### src/hw/rtl/fhd_pkg.sv
// Shared types and constants of the frame header deframer.
package fhd_pkg;

  localparam int unsigned HeaderBytes = 36;
  localparam int unsigned CacheBytes  = 65536;
  localparam int unsigned QueueDepth  = 2;
  localparam int unsigned CountW      = 6;

  localparam logic [1:0] StOk      = 2'd0;
  localparam logic [1:0] StBadFlag = 2'd1;
  localparam logic [1:0] StBadSize = 2'd2;

  localparam logic [2:0] RegHeadFlag = 3'h0;
  localparam logic [2:0] RegMaxBytes = 3'h4;

  localparam logic [31:0] SizeCap = 32'(CacheBytes - HeaderBytes);

  typedef struct packed {
    logic [7:0]  payload_byte;
    logic        byte_valid;
    logic        last_of_frame;
    logic [31:0] stream_kind;
    logic [31:0] frame_kind;
    logic [63:0] frame_sequence;
    logic [63:0] frame_time;
    logic [1:0]  status;
  } res_t;

  typedef struct packed {
    logic [31:0] head_flag;
    logic [15:0] max_frame_bytes;
  } cfg_t;

endpackage

### src/hw/rtl/fhd_front.sv
// Front end: accepts stream bytes, collects the header and classifies each byte.
module fhd_front import fhd_pkg::*; (
  input  logic       clk_i,
  input  logic       rst_ni,
  input  cfg_t       cfg_i,
  input  logic       in_valid_i,
  input  logic [7:0] in_byte_i,
  input  logic       in_start_i,
  input  logic       space_i,
  output logic       in_ready_o,
  output logic       push_o,
  output res_t       res_o
);

  typedef enum logic [2:0] {
    PH_HEADER  = 3'b001,
    PH_PAYLOAD = 3'b010,
    PH_DROP    = 3'b100
  } phase_e;

  phase_e            phase_q, phase_d, phase_eff;
  logic [CountW-1:0] count_q, count_d, count_eff, count_nxt;
  logic [31:0]       left_q, left_d, left_dec;
  logic [31:0]       flag_q, flag_d;
  logic [31:0]       stream_q, stream_d;
  logic [31:0]       frame_q, frame_d;
  logic [31:0]       size_q, size_d;
  logic [63:0]       seq_q, seq_d;
  logic [63:0]       time_q, time_d;
  logic [31:0]       limit;
  logic [CountW-1:0] seq_off, time_off;
  logic              accept;

  assign in_ready_o = space_i;
  assign accept     = in_valid_i & space_i;
  assign limit      = ({16'b0, cfg_i.max_frame_bytes} < SizeCap) ?
                      {16'b0, cfg_i.max_frame_bytes} : SizeCap;
  assign seq_off    = count_eff - CountW'(20);
  assign time_off   = count_eff - CountW'(28);
  assign left_dec   = left_q - 32'd1;
  assign count_nxt  = count_eff + CountW'(1);

  always_comb begin
    phase_eff = phase_q;
    count_eff = count_q;
    if (phase_q == PH_DROP && in_start_i) begin
      phase_eff = PH_HEADER;
      count_eff = '0;
    end
  end

  always_comb begin
    flag_d   = flag_q;
    stream_d = stream_q;
    frame_d  = frame_q;
    size_d   = size_q;
    seq_d    = seq_q;
    time_d   = time_q;
    if (count_eff < CountW'(4)) begin
      flag_d[count_eff[1:0]*8 +: 8] = in_byte_i;
    end
    if (count_eff >= CountW'(8) && count_eff < CountW'(12)) begin
      stream_d[count_eff[1:0]*8 +: 8] = in_byte_i;
    end
    if (count_eff >= CountW'(12) && count_eff < CountW'(16)) begin
      frame_d[count_eff[1:0]*8 +: 8] = in_byte_i;
    end
    if (count_eff >= CountW'(16) && count_eff < CountW'(20)) begin
      size_d[count_eff[1:0]*8 +: 8] = in_byte_i;
    end
    if (count_eff >= CountW'(20) && count_eff < CountW'(28)) begin
      seq_d[seq_off[2:0]*8 +: 8] = in_byte_i;
    end
    if (count_eff >= CountW'(28) && count_eff < CountW'(HeaderBytes)) begin
      time_d[time_off[2:0]*8 +: 8] = in_byte_i;
    end
  end

  always_comb begin
    phase_d = phase_q;
    count_d = count_q;
    left_d  = left_q;
    push_o  = 1'b0;
    res_o   = '0;
    if (accept) begin
      unique case (phase_eff)
        PH_DROP: begin
          phase_d = PH_DROP;
        end
        PH_PAYLOAD: begin
          left_d                = left_dec;
          push_o                = 1'b1;
          res_o.payload_byte    = in_byte_i;
          res_o.byte_valid      = 1'b1;
          res_o.last_of_frame   = (left_dec == 32'd0);
          res_o.stream_kind     = stream_q;
          res_o.frame_kind      = frame_q;
          res_o.frame_sequence  = seq_q;
          res_o.frame_time      = time_q;
          res_o.status          = StOk;
          if (left_dec == 32'd0) begin
            phase_d = PH_HEADER;
            count_d = '0;
          end
        end
        PH_HEADER: begin
          phase_d = PH_HEADER;
          count_d = count_nxt;
          if (count_nxt == CountW'(4) && flag_d != cfg_i.head_flag) begin
            phase_d      = PH_DROP;
            count_d      = '0;
            push_o       = 1'b1;
            res_o.status = StBadFlag;
          end else if (count_nxt == CountW'(HeaderBytes)) begin
            count_d = '0;
            if (size_q[31] || size_q > limit) begin
              phase_d      = PH_DROP;
              push_o       = 1'b1;
              res_o.status = StBadSize;
            end else if (size_q == 32'd0) begin
              push_o               = 1'b1;
              res_o.last_of_frame  = 1'b1;
              res_o.stream_kind    = stream_d;
              res_o.frame_kind     = frame_d;
              res_o.frame_sequence = seq_d;
              res_o.frame_time     = time_d;
              res_o.status         = StOk;
            end else begin
              left_d  = size_q;
              phase_d = PH_PAYLOAD;
            end
          end
        end
        default: begin
          phase_d = PH_HEADER;
          count_d = '0;
        end
      endcase
    end
  end

  always_ff @(posedge clk_i or negedge rst_ni) begin
    if (!rst_ni) begin
      phase_q <= PH_HEADER;
      count_q <= '0;
      left_q  <= '0;
    end else begin
      phase_q <= phase_d;
      count_q <= count_d;
      left_q  <= left_d;
    end
  end

  always_ff @(posedge clk_i) begin
    if (accept && phase_eff == PH_HEADER) begin
      flag_q   <= flag_d;
      stream_q <= stream_d;
      frame_q  <= frame_d;
      size_q   <= size_d;
      seq_q    <= seq_d;
      time_q   <= time_d;
    end
  end

`ifndef SYNTHESIS
  a_payload_left: assert property (@(posedge clk_i) disable iff (!rst_ni)
    phase_q == PH_PAYLOAD |-> left_q != 32'd0)
    else $error("payload phase with no bytes left");
  a_count_range: assert property (@(posedge clk_i) disable iff (!rst_ni)
    count_q < CountW'(HeaderBytes))
    else $error("header count out of range");
  a_error_clean: assert property (@(posedge clk_i) disable iff (!rst_ni)
    push_o && res_o.status != StOk |-> !res_o.byte_valid && !res_o.last_of_frame
      && res_o.frame_sequence == 64'd0)
    else $error("error result carries frame data");
  a_drop_silent: assert property (@(posedge clk_i) disable iff (!rst_ni)
    phase_q == PH_DROP && !in_start_i |-> !push_o && phase_d == PH_DROP)
    else $error("result or exit while dropping without packet start");
`endif

endmodule

### src/hw/rtl/fhd_queue.sv
// Short queue of classified results between the front and back ends.
module fhd_queue import fhd_pkg::*; (
  input  logic clk_i,
  input  logic rst_ni,
  input  logic push_i,
  input  res_t push_data_i,
  output logic space_o,
  input  logic pop_i,
  output logic avail_o,
  output res_t pop_data_o
);

  localparam int unsigned PtrW = (QueueDepth > 1) ? $clog2(QueueDepth) : 1;
  localparam int unsigned CntW = $clog2(QueueDepth + 1);

  res_t            mem_q [QueueDepth];
  logic [PtrW-1:0] wr_q, rd_q;
  logic [CntW-1:0] cnt_q;

  assign space_o    = cnt_q < CntW'(QueueDepth);
  assign avail_o    = cnt_q != '0;
  assign pop_data_o = mem_q[rd_q];

  always_ff @(posedge clk_i or negedge rst_ni) begin
    if (!rst_ni) begin
      wr_q  <= '0;
      rd_q  <= '0;
      cnt_q <= '0;
    end else begin
      if (push_i) begin
        wr_q <= (wr_q == PtrW'(QueueDepth - 1)) ? '0 : wr_q + PtrW'(1);
      end
      if (pop_i) begin
        rd_q <= (rd_q == PtrW'(QueueDepth - 1)) ? '0 : rd_q + PtrW'(1);
      end
      cnt_q <= cnt_q + CntW'(push_i) - CntW'(pop_i);
    end
  end

  always_ff @(posedge clk_i) begin
    if (push_i) begin
      mem_q[wr_q] <= push_data_i;
    end
  end

endmodule

### src/hw/rtl/fhd_back.sv
// Back end: output register that packs results into output beats.
module fhd_back import fhd_pkg::*; (
  input  logic         clk_i,
  input  logic         rst_ni,
  input  logic         avail_i,
  input  res_t         res_i,
  output logic         pop_o,
  output logic         out_valid_o,
  input  logic         out_ready_i,
  output logic [199:0] out_data_o,
  output logic [2:0]   out_user_o,
  output logic         out_last_o
);

  logic valid_q;
  res_t res_q;

  assign pop_o       = avail_i & (~valid_q | out_ready_i);
  assign out_valid_o = valid_q;
  assign out_data_o  = {res_q.frame_time, res_q.frame_sequence, res_q.frame_kind,
                        res_q.stream_kind, res_q.payload_byte};
  assign out_user_o  = {res_q.status, res_q.byte_valid};
  assign out_last_o  = res_q.last_of_frame;

  always_ff @(posedge clk_i or negedge rst_ni) begin
    if (!rst_ni) begin
      valid_q <= 1'b0;
    end else if (pop_o) begin
      valid_q <= 1'b1;
    end else if (out_ready_i) begin
      valid_q <= 1'b0;
    end
  end

  always_ff @(posedge clk_i) begin
    if (pop_o) begin
      res_q <= res_i;
    end
  end

endmodule

### src/hw/rtl/frame_header_deframer.sv
// Top level of the frame header deframer with its register port.
//
// Channel   Direction  Beat contents
// s_axis    in         tdata: data_byte; tuser: packet_start
// m_axis    out        tdata: payload, stream, frame, sequence, time; tuser: valid, status
// APB       in         0x0 head_flag, 0x4 max_frame_bytes
//
// One byte is taken per cycle while the queue has space; a result is registered in the queue
// and then in the output register. Header bytes give a beat only for an error or empty frame,
// dropped bytes none; all bytes are held off while the queue is full. Reset returns to header
// collection; header contents are undefined until received. A stalled output fills the two-entry
// queue and the output register, then s_axis_tready drops.
module frame_header_deframer import fhd_pkg::*; (
  input  logic         clk_i,
  input  logic         rst_ni,
  input  logic         s_axis_tvalid,
  output logic         s_axis_tready,
  input  logic [7:0]   s_axis_tdata,   // [7:0] data_byte
  input  logic         s_axis_tuser,   // [0] packet_start
  output logic         m_axis_tvalid,
  input  logic         m_axis_tready,
  // [7:0] payload_byte, [39:8] stream_kind, [71:40] frame_kind,
  // [135:72] frame_sequence, [199:136] frame_time
  output logic [199:0] m_axis_tdata,
  output logic [2:0]   m_axis_tuser,   // [0] byte_valid, [2:1] status
  output logic         m_axis_tlast,
  input  logic         psel,
  input  logic         penable,
  input  logic         pwrite,
  input  logic [2:0]   paddr,
  input  logic [31:0]  pwdata,
  output logic [31:0]  prdata,
  output logic         pready
);

  cfg_t cfg_q;
  logic space, push, avail, pop;
  res_t push_res, pop_res;

  assign pready = 1'b1;

  always_comb begin
    unique case (paddr)
      RegHeadFlag: prdata = cfg_q.head_flag;
      RegMaxBytes: prdata = {16'b0, cfg_q.max_frame_bytes};
      default:     prdata = '0;
    endcase
  end

  always_ff @(posedge clk_i or negedge rst_ni) begin
    if (!rst_ni) begin
      cfg_q.head_flag       <= 32'd0;
      cfg_q.max_frame_bytes <= 16'd65500;
    end else if (psel && penable && pwrite) begin
      unique case (paddr)
        RegHeadFlag: cfg_q.head_flag       <= pwdata;
        RegMaxBytes: cfg_q.max_frame_bytes <= pwdata[15:0];
        default:     ;
      endcase
    end
  end

  fhd_front u_front (
    .clk_i      (clk_i),
    .rst_ni     (rst_ni),
    .cfg_i      (cfg_q),
    .in_valid_i (s_axis_tvalid),
    .in_byte_i  (s_axis_tdata),
    .in_start_i (s_axis_tuser),
    .space_i    (space),
    .in_ready_o (s_axis_tready),
    .push_o     (push),
    .res_o      (push_res)
  );

  fhd_queue u_queue (
    .clk_i       (clk_i),
    .rst_ni      (rst_ni),
    .push_i      (push),
    .push_data_i (push_res),
    .space_o     (space),
    .pop_i       (pop),
    .avail_o     (avail),
    .pop_data_o  (pop_res)
  );

  fhd_back u_back (
    .clk_i       (clk_i),
    .rst_ni      (rst_ni),
    .avail_i     (avail),
    .res_i       (pop_res),
    .pop_o       (pop),
    .out_valid_o (m_axis_tvalid),
    .out_ready_i (m_axis_tready),
    .out_data_o  (m_axis_tdata),
    .out_user_o  (m_axis_tuser),
    .out_last_o  (m_axis_tlast)
  );

endmodule

### config.mk
export PLATFORM = sky130hd
export DESIGN_NAME = frame_header_deframer
export DESIGN_NICKNAME = d
export VERILOG_FILES = /design/src/hw/rtl/fhd_pkg.sv /design/src/hw/rtl/fhd_front.sv /design/src/hw/rtl/fhd_queue.sv /design/src/hw/rtl/fhd_back.sv /design/src/hw/rtl/frame_header_deframer.sv
export SDC_FILE = /design/constraint.sdc
export NUM_CORES = 1
export LEC_CHECK = 0
export BUFFER_PORTS_ARGS = -buffer_cell sky130_fd_sc_hd__buf_2
export CAP_MARGIN = 0
export CELL_PAD_IN_SITES_DETAIL_PLACEMENT = 1
export CELL_PAD_IN_SITES_GLOBAL_PLACEMENT = 2
export CORE_MARGIN = 8
export CORE_UTILIZATION = 47
export DETAILED_ROUTE_END_ITERATION = 7
export GPL_ROUTABILITY_DRIVEN = 0
export PLACE_DENSITY_LB_ADDON = 0.15
export SLEW_MARGIN = 5
export SYNTH_ARGS = -nofsm -noshare
export SYNTH_HDL_FRONTEND = slang
export SYNTH_HIERARCHICAL = 1
export SYNTH_SLANG_ARGS = --single-unit
export TNS_END_PERCENT = 50
### constraint.sdc
create_clock -name clk_i -period 56.3 [get_ports clk_i]
set_input_delay 8.445 -clock clk_i [delete_from_list [all_inputs] [get_ports clk_i]]
set_output_delay 8.445 -clock clk_i [all_outputs]
set_load 0.02 [all_outputs]
==> load_flow_metrics.sql, run 1 <==
INSERT INTO impl_metrics (metric_group, metric, value, unit) VALUES
('run_status', 'status', 'complete, no violations', ''),
('layout', 'area_growth_syn_to_layout', '13.5', '%'),
('timing', 'clock_skew_after_layout', '0.0359', 'ns'),
('synth', 'yosysTopAreaCellShare', '61.4', '%'),
('timing', 'hold_violations', '0', ''),
('layout', 'drive_above_1_share', '23.7', '%'),
('detailed_routing', 'highest_layer', 'met5', ''),
('detailed_routing', 'dr.pass1.iters', '7', ''),
('worst_setup_path', 'cp_slowest_cell', 'sky130_fd_sc_hd__nor3_4', ''),
('worst_hold_path', 'hold_path_class', 'flip-flop to flip-flop', ''),
('synth', 'mean_area_per_synthesized_cell', '14.1', 'µm²'),
('timing', 'finalMaxSlewViolations', '0', ''),
('synth', 'synthTopCellsByArea', 'sky130_fd_sc_hd__edfxtp_1 (61%), sky130_fd_sc_hd__mux2_4 (5.3%), sky130_fd_sc_hd__dfrtp_1 (4.7%)', ''),
('worst_setup_path', 'worst_setup_path_start_kind', 'input pin', ''),
('job', 'max-cap-violations', '0', ''),
('clock_network', 'cts_tree', 'yes', ''),
('grt', 'via_count_of_the_first_global_routing_pass', '27380', ''),
('synth', 'synth_ff_type', 'sky130_fd_sc_hd__edfxtp_1', ''),
('detailed_routing', 'routed_wirelength', '114000', 'µm'),
('clock_network', 'clock-sinks', '962', ''),
('clock_network', 'clock-root-buffer', 'sky130_fd_sc_hd__clkbuf_16', ''),
('detailed_routing', 'detailroute.wirelength.met3', '6210', 'µm'),
('worst_hold_path', 'hp-start', 'cfg_q[31]', ''),
('worst_setup_path', 'worst-path-buf-inv', '2', ''),
('die', 'initial_core_util', '47.3', '%'),
('grt', 'grt_max_degree', '144', ''),
('worst_setup_path', 'setup.reg_to_reg.worst_slack', '49.67', 'ns'),
('detailed_routing', 'wl_met2', '54600', 'µm'),
('layout', 'final_net_count', '3334', ''),
('synth', 'synth_top_area_cell', 'sky130_fd_sc_hd__edfxtp_1', ''),
('worst_setup_path', 'crit_arrival', '10.04', 'ns'),
('clock_network', 'max_h_tree_level', '3', ''),
('timing', 'worst_pin_slew', '1.32', 'ns'),
('worst_setup_path', 'rr_startpoint', 'u_front/phase_q[1]', ''),
('detailed_routing', 'detail-route-antenna-nets', '0', ''),
('worst_setup_path', 'cp.depth', '4', ''),
('die', 'floorplan.die.width', '317', 'µm'),
('worst_hold_path', 'min_path_cells', '1', ''),
('synth', 'postSynth.asyncResetShare', '9.77', '%'),
('clock_network', 'cts_hold_repair.buffers', '0', ''),
('clock_network', 'number_of_buffers_on_the_longest_clock_path', '3', ''),
('detailed_routing', 'avgRoutedWirePerCell', '25.3', 'µm'),
('timing', 'layout_setup_ws', '37.82', 'ns'),
('clock_network', 'post_cts_resize_count', '0', ''),
('synth', 'synth.yosys.warnings', '6', ''),
('synth', 'post_synth_edffs', '868', ''),
('worst_setup_path', 'crit_chain', 'buf_2 -> nor3_4 -> a22o_1 -> buf_2', ''),
('die', 'core', '89700', 'µm²'),
('timing', 'post_layout_minimum_cycle_time', '18.48', 'ns'),
('synth', 'netlist_instances', '3018', ''),
('worst_setup_path', 'worstSetupEndpointType', 'output pin', ''),
('timing', 'achievable-frequency', '0.0541', 'GHz'),
('grt', 'globalRoute.totalOverflow', '0', ''),
('place', 'post-place-ws', '37.82', 'ns'),
('die', 'core.rowCount', '110', ''),
('timing', 'unrepaired_setup_endpoints_after_global_routing', 'false', ''),
('grt', 'grt_usage', '22.4', '%'),
('clock_network', 'clkTransAtPathRegs', '0.05', 'ns'),
('place', 'post-dp-hpwl', '76300', 'µm'),
('detailed_routing', 'route.layer.met1.wl', '51400', 'µm'),
('place', 'port_buffers', '288', ''),
('detailed_routing', 'drc_errors', '0', ''),
('power_and_ir_drop', 'cellLeakagePower', '18.1', 'nW'),
('clock_network', 'worst_skew_pair.late_latency', '0.68', 'ns'),
('clock_network', 'postCtsSetupBuffers', '0', ''),
('worst_setup_path', 'critPathKind', 'input pin to output pin', ''),
('synth', 'syn_nets', '3096', ''),
('layout', 'mostFrequentLayoutCell', 'sky130_fd_sc_hd__edfxtp_1', ''),
('synth', 'post_synth_instance_area', '42500', 'µm²'),
('die', 'ios', '290', ''),
('detailed_routing', 'via_count', '26122', '');
## Yosys cell counts, drive strengths merged, types with 37 or more instances
cell type / count
a21oi: 37
nor3: 46
nand3: 60
dfrtp: 80
edfxtp: 868
o21ai: 183
mux2: 303
a22oi: 139
and2: 51
inv: 99
clkbuf: 119
xnor2: 37
buf: 60
nor2: 231
nand2: 259
## report_power, final
part           leakage (nW)  internal, mW  switching, mW  total (mW)
clock network          1.67         0.404          0.277       0.681
registers              9.42         0.959         0.0863        1.05
logic                  7.06         0.250          0.419       0.668
total                  18.1          1.61          0.782        2.40
## worst reg2reg max path: cells and delay by family, from the launching register on
kind,cells,cell delay (ns)
flip-flops,1,0.53
AND/OR/NAND/NOR,6,1.88
buffers and inverters,4,1.80
adder cells (fa/ha/maj),1,0.64
multiplexers,1,0.11
AO/OA/AOI/OAI,3,0.75
XOR/XNOR,1,0.26
## final cells by class
| type | count | area [µm²] |
|---|---|---|
| fillers | 8809 | 41500 |
| flip-flops and latches | 962 | 28400 |
| multi-input cells | 1778 | 12800 |
| clock buffers | 129 | 2740 |
| repair buffers | 314 | 1680 |
| well taps | 1176 | 1470 |
| clock inverters | 59 | 674 |
| inverters | 99 | 372 |
| diodes | 2 | 5.00 |
## metrics by stage
step / total power, mW / std cells / cell area (µm²) / util [%] / hold slack [ns]
after floorplan: 1.53 / 3018 / 42500 / - / 0.453
after global placement: 1.71 / 4329 / 44800 / 49.9 / 0.489
after detailed placement: 1.73 / 4329 / 44800 / 49.9 / 0.522
after CTS: 2.42 / 4517 / 48200 / 53.7 / 0.534
after global routing: 2.50 / 4517 / 48200 / 53.7 / 0.555
final: 2.40 / 4519 / 48200 / 53.7 / 0.530
## cell families (layout without fill, tap and decap cells)
family | count (synthesis) | after routing | synth area share (%)
AO/OA/AOI/OAI | 514 | 514 | 7.99
XOR/XNOR | 54 | 54 | 1.15
buffers and inverters | 278 | 601 | 3.00
other | 1 | 3 | 0.00883
adder cells (fa/ha/maj) | 27 | 27 | 0.795
flip-flops | 962 | 962 | 66.9
AND/OR/NAND/NOR | 846 | 846 | 9.98
multiplexers | 336 | 336 | 10.1
## worst max-delay path by stage
| stage | start | end | slack [ns] |
|---|---|---|---|
| 6_report | paddr[1] | prdata[7] | 37.82 |
| 5_1_grt | paddr[1] | prdata[7] | 37.73 |
| 4_1_cts | paddr[1] | prdata[7] | 37.81 |
| 3_5_place_dp | paddr[1] | prdata[7] | 37.82 |
| 3_3_place_gp | paddr[1] | prdata[14] | 37.95 |
| 2_1_floorplan | s_axis_tuser | u_queue/mem_q[0][0] | 26.21 |
## flip-flops by register name (all words and copies together) (netlist names), 2 cells and up
name / flops
cfg_q: 48
u_back/out_data_o: 200
u_back/out_user_o: 3
u_front/count_q: 6
u_front/flag_q: 32
u_front/frame_q: 32
u_front/left_q: 32
u_front/phase_q: 3
u_front/seq_q: 64
u_front/size_q: 32
u_front/stream_q: 32
u_front/time_q: 64
u_queue/cnt_q: 2
u_queue/mem_q: 408
## routing by layer
metal	GRT usage, %	vias up
met1	31.3	13441
li1	-	11848
met4	5.33	2
met3	3.56	155
met5	0	-
met2	36.7	676
Note: power is estimated with default switching activity, not from simulation.
==> run 2: changes to the inputs <==
- CORE_UTILIZATION: 47 -> 44
- clock period: 56.3 -> 18.5 ns (I/O delays scaled with it)
==> load_flow_metrics.sql, run 2 (synthesis results as in run 1) <==
INSERT INTO impl_metrics (metric_group, metric, value, unit) VALUES
('run_status', 'status', 'complete, no violations', ''),
('power_and_ir_drop', 'power_frac_clock', '27.6', '%'),
('timing', 'timing.setup.tns', '0', 'ns'),
('power_and_ir_drop', 'total_switching_power', '2.41', 'mW'),
('worst_setup_path', 'worst-path-buf-inv', '5', ''),
('timing', 'clock_skew_after_layout', '0.0289', 'ns'),
('detailed_routing', 'via_count', '26325', ''),
('power_and_ir_drop', 'pwr_cell_area', '150', 'nW/µm²'),
('timing', 'hold_violations', '0', ''),
('worst_setup_path', 'critPathKind', 'input pin to flip-flop', ''),
('timing', 'finalMaxSlewViolations', '0', ''),
('clock_network', 'worst_skew_pair.late_latency', '0.69', 'ns'),
('power_and_ir_drop', 'comb_power_share', '28.6', '%'),
('layout', 'regMostFlops', 'u_queue/mem_q', ''),
('timing', 'timing.final.crit_share', '47.9', '%'),
('worst_setup_path', 'data_required_critical_path', '18.78', 'ns'),
('grt', 'grt_first_pass_wirelength', '179000', 'µm'),
('power_and_ir_drop', 'p_total', '7.24', 'mW'),
('layout', 'largest_register_ffs', '408', ''),
('timing', 'post_layout_minimum_cycle_time', '8.87', 'ns'),
('power_and_ir_drop', 'seq_power_share', '43.7', '%'),
('layout', 'mostFrequentLayoutCell', 'sky130_fd_sc_hd__edfxtp_1', ''),
('detailed_routing', 'routed_wirelength', '119000', 'µm'),
('worst_setup_path', 'crit_arrival', '9.16', 'ns'),
('grt', 'antenna_found_initial', '11', ''),
('clock_network', 'post_cts_resize_count', '0', ''),
('timing', 'slew_headroom', '9.40', '%'),
('clock_network', 'clock-root-buffer', 'sky130_fd_sc_hd__clkbuf_16', ''),
('die', 'die_area', '107000', 'µm²'),
('layout', 'area_growth_syn_to_layout', '13.5', '%'),
('worst_setup_path', 'worstPathMaxFanout', '78', ''),
('place', 'post-dp-hpwl', '80400', 'µm'),
('place', 'port_buffers', '288', ''),
('layout', 'final_net_count', '3340', ''),
('worst_hold_path', 'hold_path_class', 'flip-flop to flip-flop', ''),
('detailed_routing', 'number_of_design_rule_violations_left_by_the_first_detailed_router_iteration', '2263', ''),
('grt', 'via_count_of_the_first_global_routing_pass', '27539', ''),
('grt', 'globalRoute.totalOverflow', '0', ''),
('worst_setup_path', 'cp_slowest_cell', 'sky130_fd_sc_hd__buf_4', ''),
('timing', 'worst_pin_slew', '1.35', 'ns'),
('detailed_routing', 'drc_errors', '0', ''),
('detailed_routing', 'vias_per_cell', '5.69', ''),
('grt', 'grt_usage', '21.7', '%'),
('grt', 'grt_max_degree', '143', ''),
('worst_hold_path', 'hp-start', 'u_back/out_valid_o', ''),
('die', 'floorplan.die.width', '327', 'µm'),
('power_and_ir_drop', 'power.ir.vdd_worst', '0.120', 'mV'),
('power_and_ir_drop', 'cellLeakagePower', '18.1', 'nW'),
('die', 'initial_core_util', '44.2', '%'),
('clock_network', 'clkTransAtPathRegs', '0.06', 'ns'),
('power_and_ir_drop', 'power.internal', '4.83', 'mW'),
('timing', 'achievable-frequency', '0.113', 'GHz'),
('worst_setup_path', 'rr_startpoint', 'u_front/phase_q[1]', ''),
('die', 'core', '96100', 'µm²'),
('die', 'core.rowCount', '114', ''),
('clock_network', 'cts_made_buffers', '102', ''),
('clock_network', 'postCtsSetupBuffers', '0', ''),
('worst_setup_path', 'worstSetupEndpointType', 'flip-flop', ''),
('die', 'ios', '290', ''),
('timing', 'unrepaired_setup_endpoints_after_global_routing', 'false', ''),
('worst_setup_path', 'worst_setup_path_start_kind', 'input pin', ''),
('layout', 'drive_above_1_share', '23.6', '%'),
('worst_setup_path', 'path_delay_family', 'simple AND/OR/NAND/NOR gates', ''),
('job', 'max-cap-violations', '0', ''),
('clock_network', 'clock-sinks', '962', ''),
('detailed_routing', 'avgRoutedWirePerCell', '25.8', 'µm'),
('clock_network', 'cts_tree', 'yes', ''),
('clock_network', 'number_of_buffers_on_the_longest_clock_path', '3', ''),
('layout', 'layout_common_cells', 'sky130_fd_sc_hd__edfxtp_1 (868), sky130_fd_sc_hd__buf_2 (287), sky130_fd_sc_hd__nand2_1 (257)', ''),
('worst_setup_path', 'cp_slowest_stage_delay', '0.97', 'ns'),
('detailed_routing', 'detail-route-antenna-nets', '0', ''),
('die', 'fp.dieH', '327', 'µm'),
('clock_network', 'max_h_tree_level', '3', ''),
('clock_network', 'cts_hold_repair.buffers', '0', ''),
('layout', 'utilization', '50.1', '%'),
('timing', 'setup-violations-final', '0', ''),
('power_and_ir_drop', 'swShare', '33.3', '%'),
('worst_setup_path', 'cp-startpoint', 's_axis_tuser', ''),
('detailed_routing', 'dr.pass1.iters', '5', ''),
('worst_setup_path', 'crit_chain', 'buf_2 -> nand4bb_4 -> nand2_1 -> ha_1 -> inv_1 -> nor2_1 -> nand2_1 -> inv_1 -> mux2i_1 -> xnor2_1 -> nor3_1 -> nand4_1 -> o21ai_0 -> a31oi_1 -> nor2b_4 -> buf_4 -> buf_4', '');
==> run 2: cell count changes in the layout (fill, tap and decap cells not counted), moves of 2 or more <==
cell,before,now
sky130_fd_sc_hd__clkbuf_1,21,30
sky130_fd_sc_hd__buf_4,24,30
sky130_fd_sc_hd__bufinv_16,13,7
sky130_fd_sc_hd__clkinv_2,19,21
sky130_fd_sc_hd__diode_2,2,4
==> run 2: cell type report <==
cell class,count,area (µm²)
antenna,4,10.0
clock buffer,137,2760
clock inverter,53,492
fill,9634,47900
inverter,99,372
multi-input combinational,1778,12800
sequential,962,28400
tap,1276,1600
timing repair buffer,319,1700
==> run 2: per-layer routing <==
metal	up-vias	global-route usage, %	share of wire [%]	routed length, µm
li1	11842	-	-	-
met1	13581	30.9	46	54900
met3	158	3.74	5.5	6620
met4	6	5.39	2.0	2420
met5	-	0	0.037	44
met2	738	34.6	46	55400
==> run 2: final timing paths <==
kind                                   endpoint  slack (ns)  cells after the start
min reg2reg                  u_back/out_valid_o        0.52                      2
max in group asynchronous          u_queue/rd_q       15.00                      2
min in group asynchronous    u_front/left_q[13]        2.05                      1
max                        u_queue/mem_q[0][76]        9.63                     17
min                          u_back/out_valid_o        0.52                      2
max reg2reg                u_queue/mem_q[0][76]       11.18                     16
==> run 2: worst register-to-register path, stage by stage (launching register included) <==
cell	delay (ns)
sky130_fd_sc_hd__dfrtp_1	0.55
sky130_fd_sc_hd__nand4bb_4	0.36
sky130_fd_sc_hd__nand2_1	0.19
sky130_fd_sc_hd__ha_1	0.62
sky130_fd_sc_hd__inv_1	0.28
sky130_fd_sc_hd__nor2_1	0.61
sky130_fd_sc_hd__nand2_1	0.21
sky130_fd_sc_hd__inv_1	0.13
sky130_fd_sc_hd__mux2i_1	0.11
sky130_fd_sc_hd__xnor2_1	0.21
sky130_fd_sc_hd__nor3_1	0.11
sky130_fd_sc_hd__nand4_1	0.25
sky130_fd_sc_hd__o21ai_0	0.24
sky130_fd_sc_hd__a31oi_1	0.50
sky130_fd_sc_hd__nor2b_4	0.73
sky130_fd_sc_hd__buf_4	0.69
sky130_fd_sc_hd__buf_4	1.04
==> run 2: through the flow <==
step | hold WS, ns | setup WS [ns] | cells | area, µm²
2_1_floorplan | 0.471 | 2.24 | 3018 | 42500
3_3_place_gp | 0.498 | 9.20 | 4434 | 44900
3_5_place_dp | 0.501 | 8.96 | 4434 | 44900
4_1_cts | 0.531 | 9.70 | 4624 | 48200
5_1_grt | 0.551 | 9.20 | 4624 | 48200
6_report | 0.525 | 9.63 | 4628 | 48200
==> run 2: power by group through the flow <==
stage | sequential (mW) | clock, mW | combinational (mW)
final | 3.17 | 2.00 | 2.07
after global routing | 3.21 | 2.12 | 2.21
after CTS | 3.17 | 2.06 | 2.10
after detailed placement | 3.21 | 0 | 2.09
after global placement | 3.19 | 0 | 2.05
after floorplan | 3.41 | 0 | 1.21
==> run 3: changes to the inputs <==
- CORE_UTILIZATION: 44 -> 39
- clock period: 18.5 -> 7.4 ns (I/O delays scaled with it)
==> load_flow_metrics.sql, run 3 (synthesis results as in run 1) <==
INSERT INTO impl_metrics (metric_group, metric, value, unit) VALUES
('clock_network', 'clock-root-buffer', 'sky130_fd_sc_hd__clkbuf_16', ''),
('clock_network', 'max_h_tree_level', '3', ''),
('die', 'die_area', '120000', 'µm²'),
('timing', 'layout_setup_ws', '1.16', 'ns'),
('timing', 'unrepaired_setup_endpoints_after_global_routing', 'false', ''),
('power_and_ir_drop', 'swShare', '33.0', '%'),
('grt', 'globalRoute.totalOverflow', '0', ''),
('job', 'max-cap-violations', '0', ''),
('worst_setup_path', 'crit_arrival', '6.54', 'ns'),
('die', 'floorplan.die.width', '346', 'µm'),
('power_and_ir_drop', 'power.ir.vdd_worst', '0.255', 'mV'),
('layout', 'final_net_count', '3346', ''),
('place', 'post-place-ws', '0.675', 'ns'),
('timing', 'timing.hold.ws', '0.315', 'ns'),
('timing', 'post_layout_minimum_cycle_time', '6.24', 'ns'),
('timing', 'hold_violations', '0', ''),
('detailed_routing', 'vias_per_cell', '5.47', ''),
('layout', 'regMostFlops', 'u_queue/mem_q', ''),
('clock_network', 'cts_tree', 'yes', ''),
('place', 'post-dp-hpwl', '83600', 'µm'),
('layout', 'mostFrequentLayoutCell', 'sky130_fd_sc_hd__edfxtp_1', ''),
('worst_setup_path', 'critPathKind', 'flip-flop to flip-flop', ''),
('grt', 'grt_usage', '19.9', '%'),
('timing', 'timing.setup.tns', '0', 'ns'),
('layout', 'drive_above_1_share', '23.8', '%'),
('detailed_routing', 'avgRoutedWirePerCell', '25.8', 'µm'),
('detailed_routing', 'drc_errors', '0', ''),
('power_and_ir_drop', 'pwr_cell_area', '379', 'nW/µm²'),
('worst_hold_path', 'hold_path_class', 'input pin to asynchronous set/reset pin', ''),
('grt', 'antenna_found_initial', '11', ''),
('timing', 'setup-violations-final', '0', ''),
('power_and_ir_drop', 'seq_power_share', '43.1', '%'),
('power_and_ir_drop', 'p_total', '18.4', 'mW'),
('worst_setup_path', 'worst_setup_path_start_kind', 'flip-flop', ''),
('grt', 'via_count_of_the_first_global_routing_pass', '27338', ''),
('power_and_ir_drop', 'comb_power_share', '28.1', '%'),
('clock_network', 'cts_made_buffers', '104', ''),
('clock_network', 'post_cts_resize_count', '0', ''),
('grt', 'grt_first_pass_wirelength', '182000', 'µm'),
('die', 'core.rowCount', '121', ''),
('layout', 'area_growth_syn_to_layout', '14.7', '%'),
('detailed_routing', 'routed_wirelength', '123000', 'µm'),
('timing', 'finalMaxSlewViolations', '0', ''),
('clock_network', 'worst_skew_pair.late_latency', '0.70', 'ns'),
('worst_setup_path', 'data_required_critical_path', '7.70', 'ns'),
('timing', 'achievable-frequency', '0.160', 'GHz'),
('place', 'port_buffers', '288', ''),
('timing', 'slew_headroom', '7.67', '%'),
('die', 'ios', '290', ''),
('layout', 'layout_common_cells', 'sky130_fd_sc_hd__edfxtp_1 (868), sky130_fd_sc_hd__buf_2 (287), sky130_fd_sc_hd__nand2_1 (256)', ''),
('die', 'initial_core_util', '39.2', '%'),
('die', 'core', '108000', 'µm²'),
('timing', 'worst_pin_slew', '1.38', 'ns'),
('power_and_ir_drop', 'power_frac_clock', '28.8', '%'),
('clock_network', 'number_of_buffers_on_the_longest_clock_path', '3', ''),
('clock_network', 'clkTransAtPathRegs', '0.06', 'ns'),
('layout', 'largest_register_ffs', '408', ''),
('power_and_ir_drop', 'total_switching_power', '6.10', 'mW'),
('detailed_routing', 'via_count', '26122', ''),
('clock_network', 'clock-sinks', '962', ''),
('power_and_ir_drop', 'power.internal', '12.4', 'mW'),
('die', 'fp.dieH', '346', 'µm'),
('timing', 'clock_skew_after_layout', '0.0308', 'ns'),
('run_status', 'status', 'complete, no violations', ''),
('detailed_routing', 'detail-route-antenna-nets', '0', ''),
('timing', 'timing.final.crit_share', '84.4', '%'),
('detailed_routing', 'dr.pass1.iters', '5', ''),
('detailed_routing', 'number_of_design_rule_violations_left_by_the_first_detailed_router_iteration', '1897', ''),
('clock_network', 'cts_hold_repair.buffers', '0', ''),
('clock_network', 'postCtsSetupBuffers', '0', ''),
('power_and_ir_drop', 'cellLeakagePower', '18.2', 'nW'),
('grt', 'grt_max_degree', '173', ''),
('worst_setup_path', 'worstSetupEndpointType', 'flip-flop', ''),
('worst_setup_path', 'worstPathMaxFanout', '148', '');
-- run 3: cell count changes in the layout (fill, tap and decap cells not counted), moves of 3 or more --
cell	previous run	this run
sky130_fd_sc_hd__clkbuf_16	104	107
sky130_fd_sc_hd__clkinv_1	16	20
sky130_fd_sc_hd__buf_12	2	5
sky130_fd_sc_hd__bufinv_16	7	13
sky130_fd_sc_hd__clkinv_2	21	12
-- run 3: power groups by stage --
stage                     Clock (mW)  Sequential (mW)  Combinational, mW
after global routing            5.65             8.06               5.55
after global placement             0             8.02               5.16
after floorplan                    0             8.51               3.03
after CTS                       5.47             7.96               5.26
final                           5.32             7.94               5.18
after detailed placement           0             8.06               5.24
-- run 3: routing by layer --
layer  global-route usage, %  wire length, µm  vias to the layer above
met5                       0               13                        -
met4                    4.74             2440                        2
met3                    3.29             5960                      151
met2                    32.3            57600                      614
met1                    28.0            57100                    13501
li1                        -                -                    11854
-- run 3: final cells by class --
class | count | area (µm²)
Antenna cell | 2 | 5.00
Clock buffer | 140 | 2840
Clock inverter | 56 | 657
Fill cell | 10967 | 59700
Inverter | 99 | 372
Multi-Input combinational cell | 1778 | 12900
Sequential cell | 962 | 28400
Tap cell | 1414 | 1770
Timing Repair Buffer | 323 | 1770
-- run 3: worst paths after layout --
| check | startpoint | to | slack [ns] | depth (start not counted) |
|---|---|---|---|---|
| max | u_front/phase_q[1] | u_queue/mem_q[0][164] | 1.16 | 15 |
| min | rst_ni | u_back/out_valid_o | 0.31 | 1 |
| max reg2reg | u_front/phase_q[1] | u_queue/mem_q[0][164] | 1.16 | 15 |
| min reg2reg | cfg_q[0] | cfg_q[0] | 0.53 | 1 |
| max in group asynchronous | rst_ni | u_queue/rd_q | 5.68 | 2 |
| min in group clk_i | cfg_q[0] | cfg_q[0] | 0.53 | 1 |
-- run 3: stage by stage --
step / area [µm²] / utilization [%] / std cells
after floorplan: 42500 / - / 3018
final: 48700 / 44.9 / 4774
after global placement: 45200 / 41.7 / 4576
after global routing: 48700 / 44.9 / 4773
after CTS: 48700 / 44.9 / 4772
after detailed placement: 45200 / 41.7 / 4576
-- run 3: critical path, cell delays in order (launching register included) --
cell	delay (ns)
sky130_fd_sc_hd__dfrtp_1	0.54
sky130_fd_sc_hd__nand4bb_4	0.37
sky130_fd_sc_hd__nand2_1	0.16
sky130_fd_sc_hd__ha_1	0.62
sky130_fd_sc_hd__inv_1	0.27
sky130_fd_sc_hd__nor2_1	0.65
sky130_fd_sc_hd__nand2_1	0.21
sky130_fd_sc_hd__inv_1	0.12
sky130_fd_sc_hd__mux2i_1	0.10
sky130_fd_sc_hd__xnor2_1	0.22
sky130_fd_sc_hd__nor3_1	0.11
sky130_fd_sc_hd__nand4_1	0.27
sky130_fd_sc_hd__o21ai_0	0.28
sky130_fd_sc_hd__a31oi_4	0.29
sky130_fd_sc_hd__nor2b_4	0.59
sky130_fd_sc_hd__buf_12	0.51
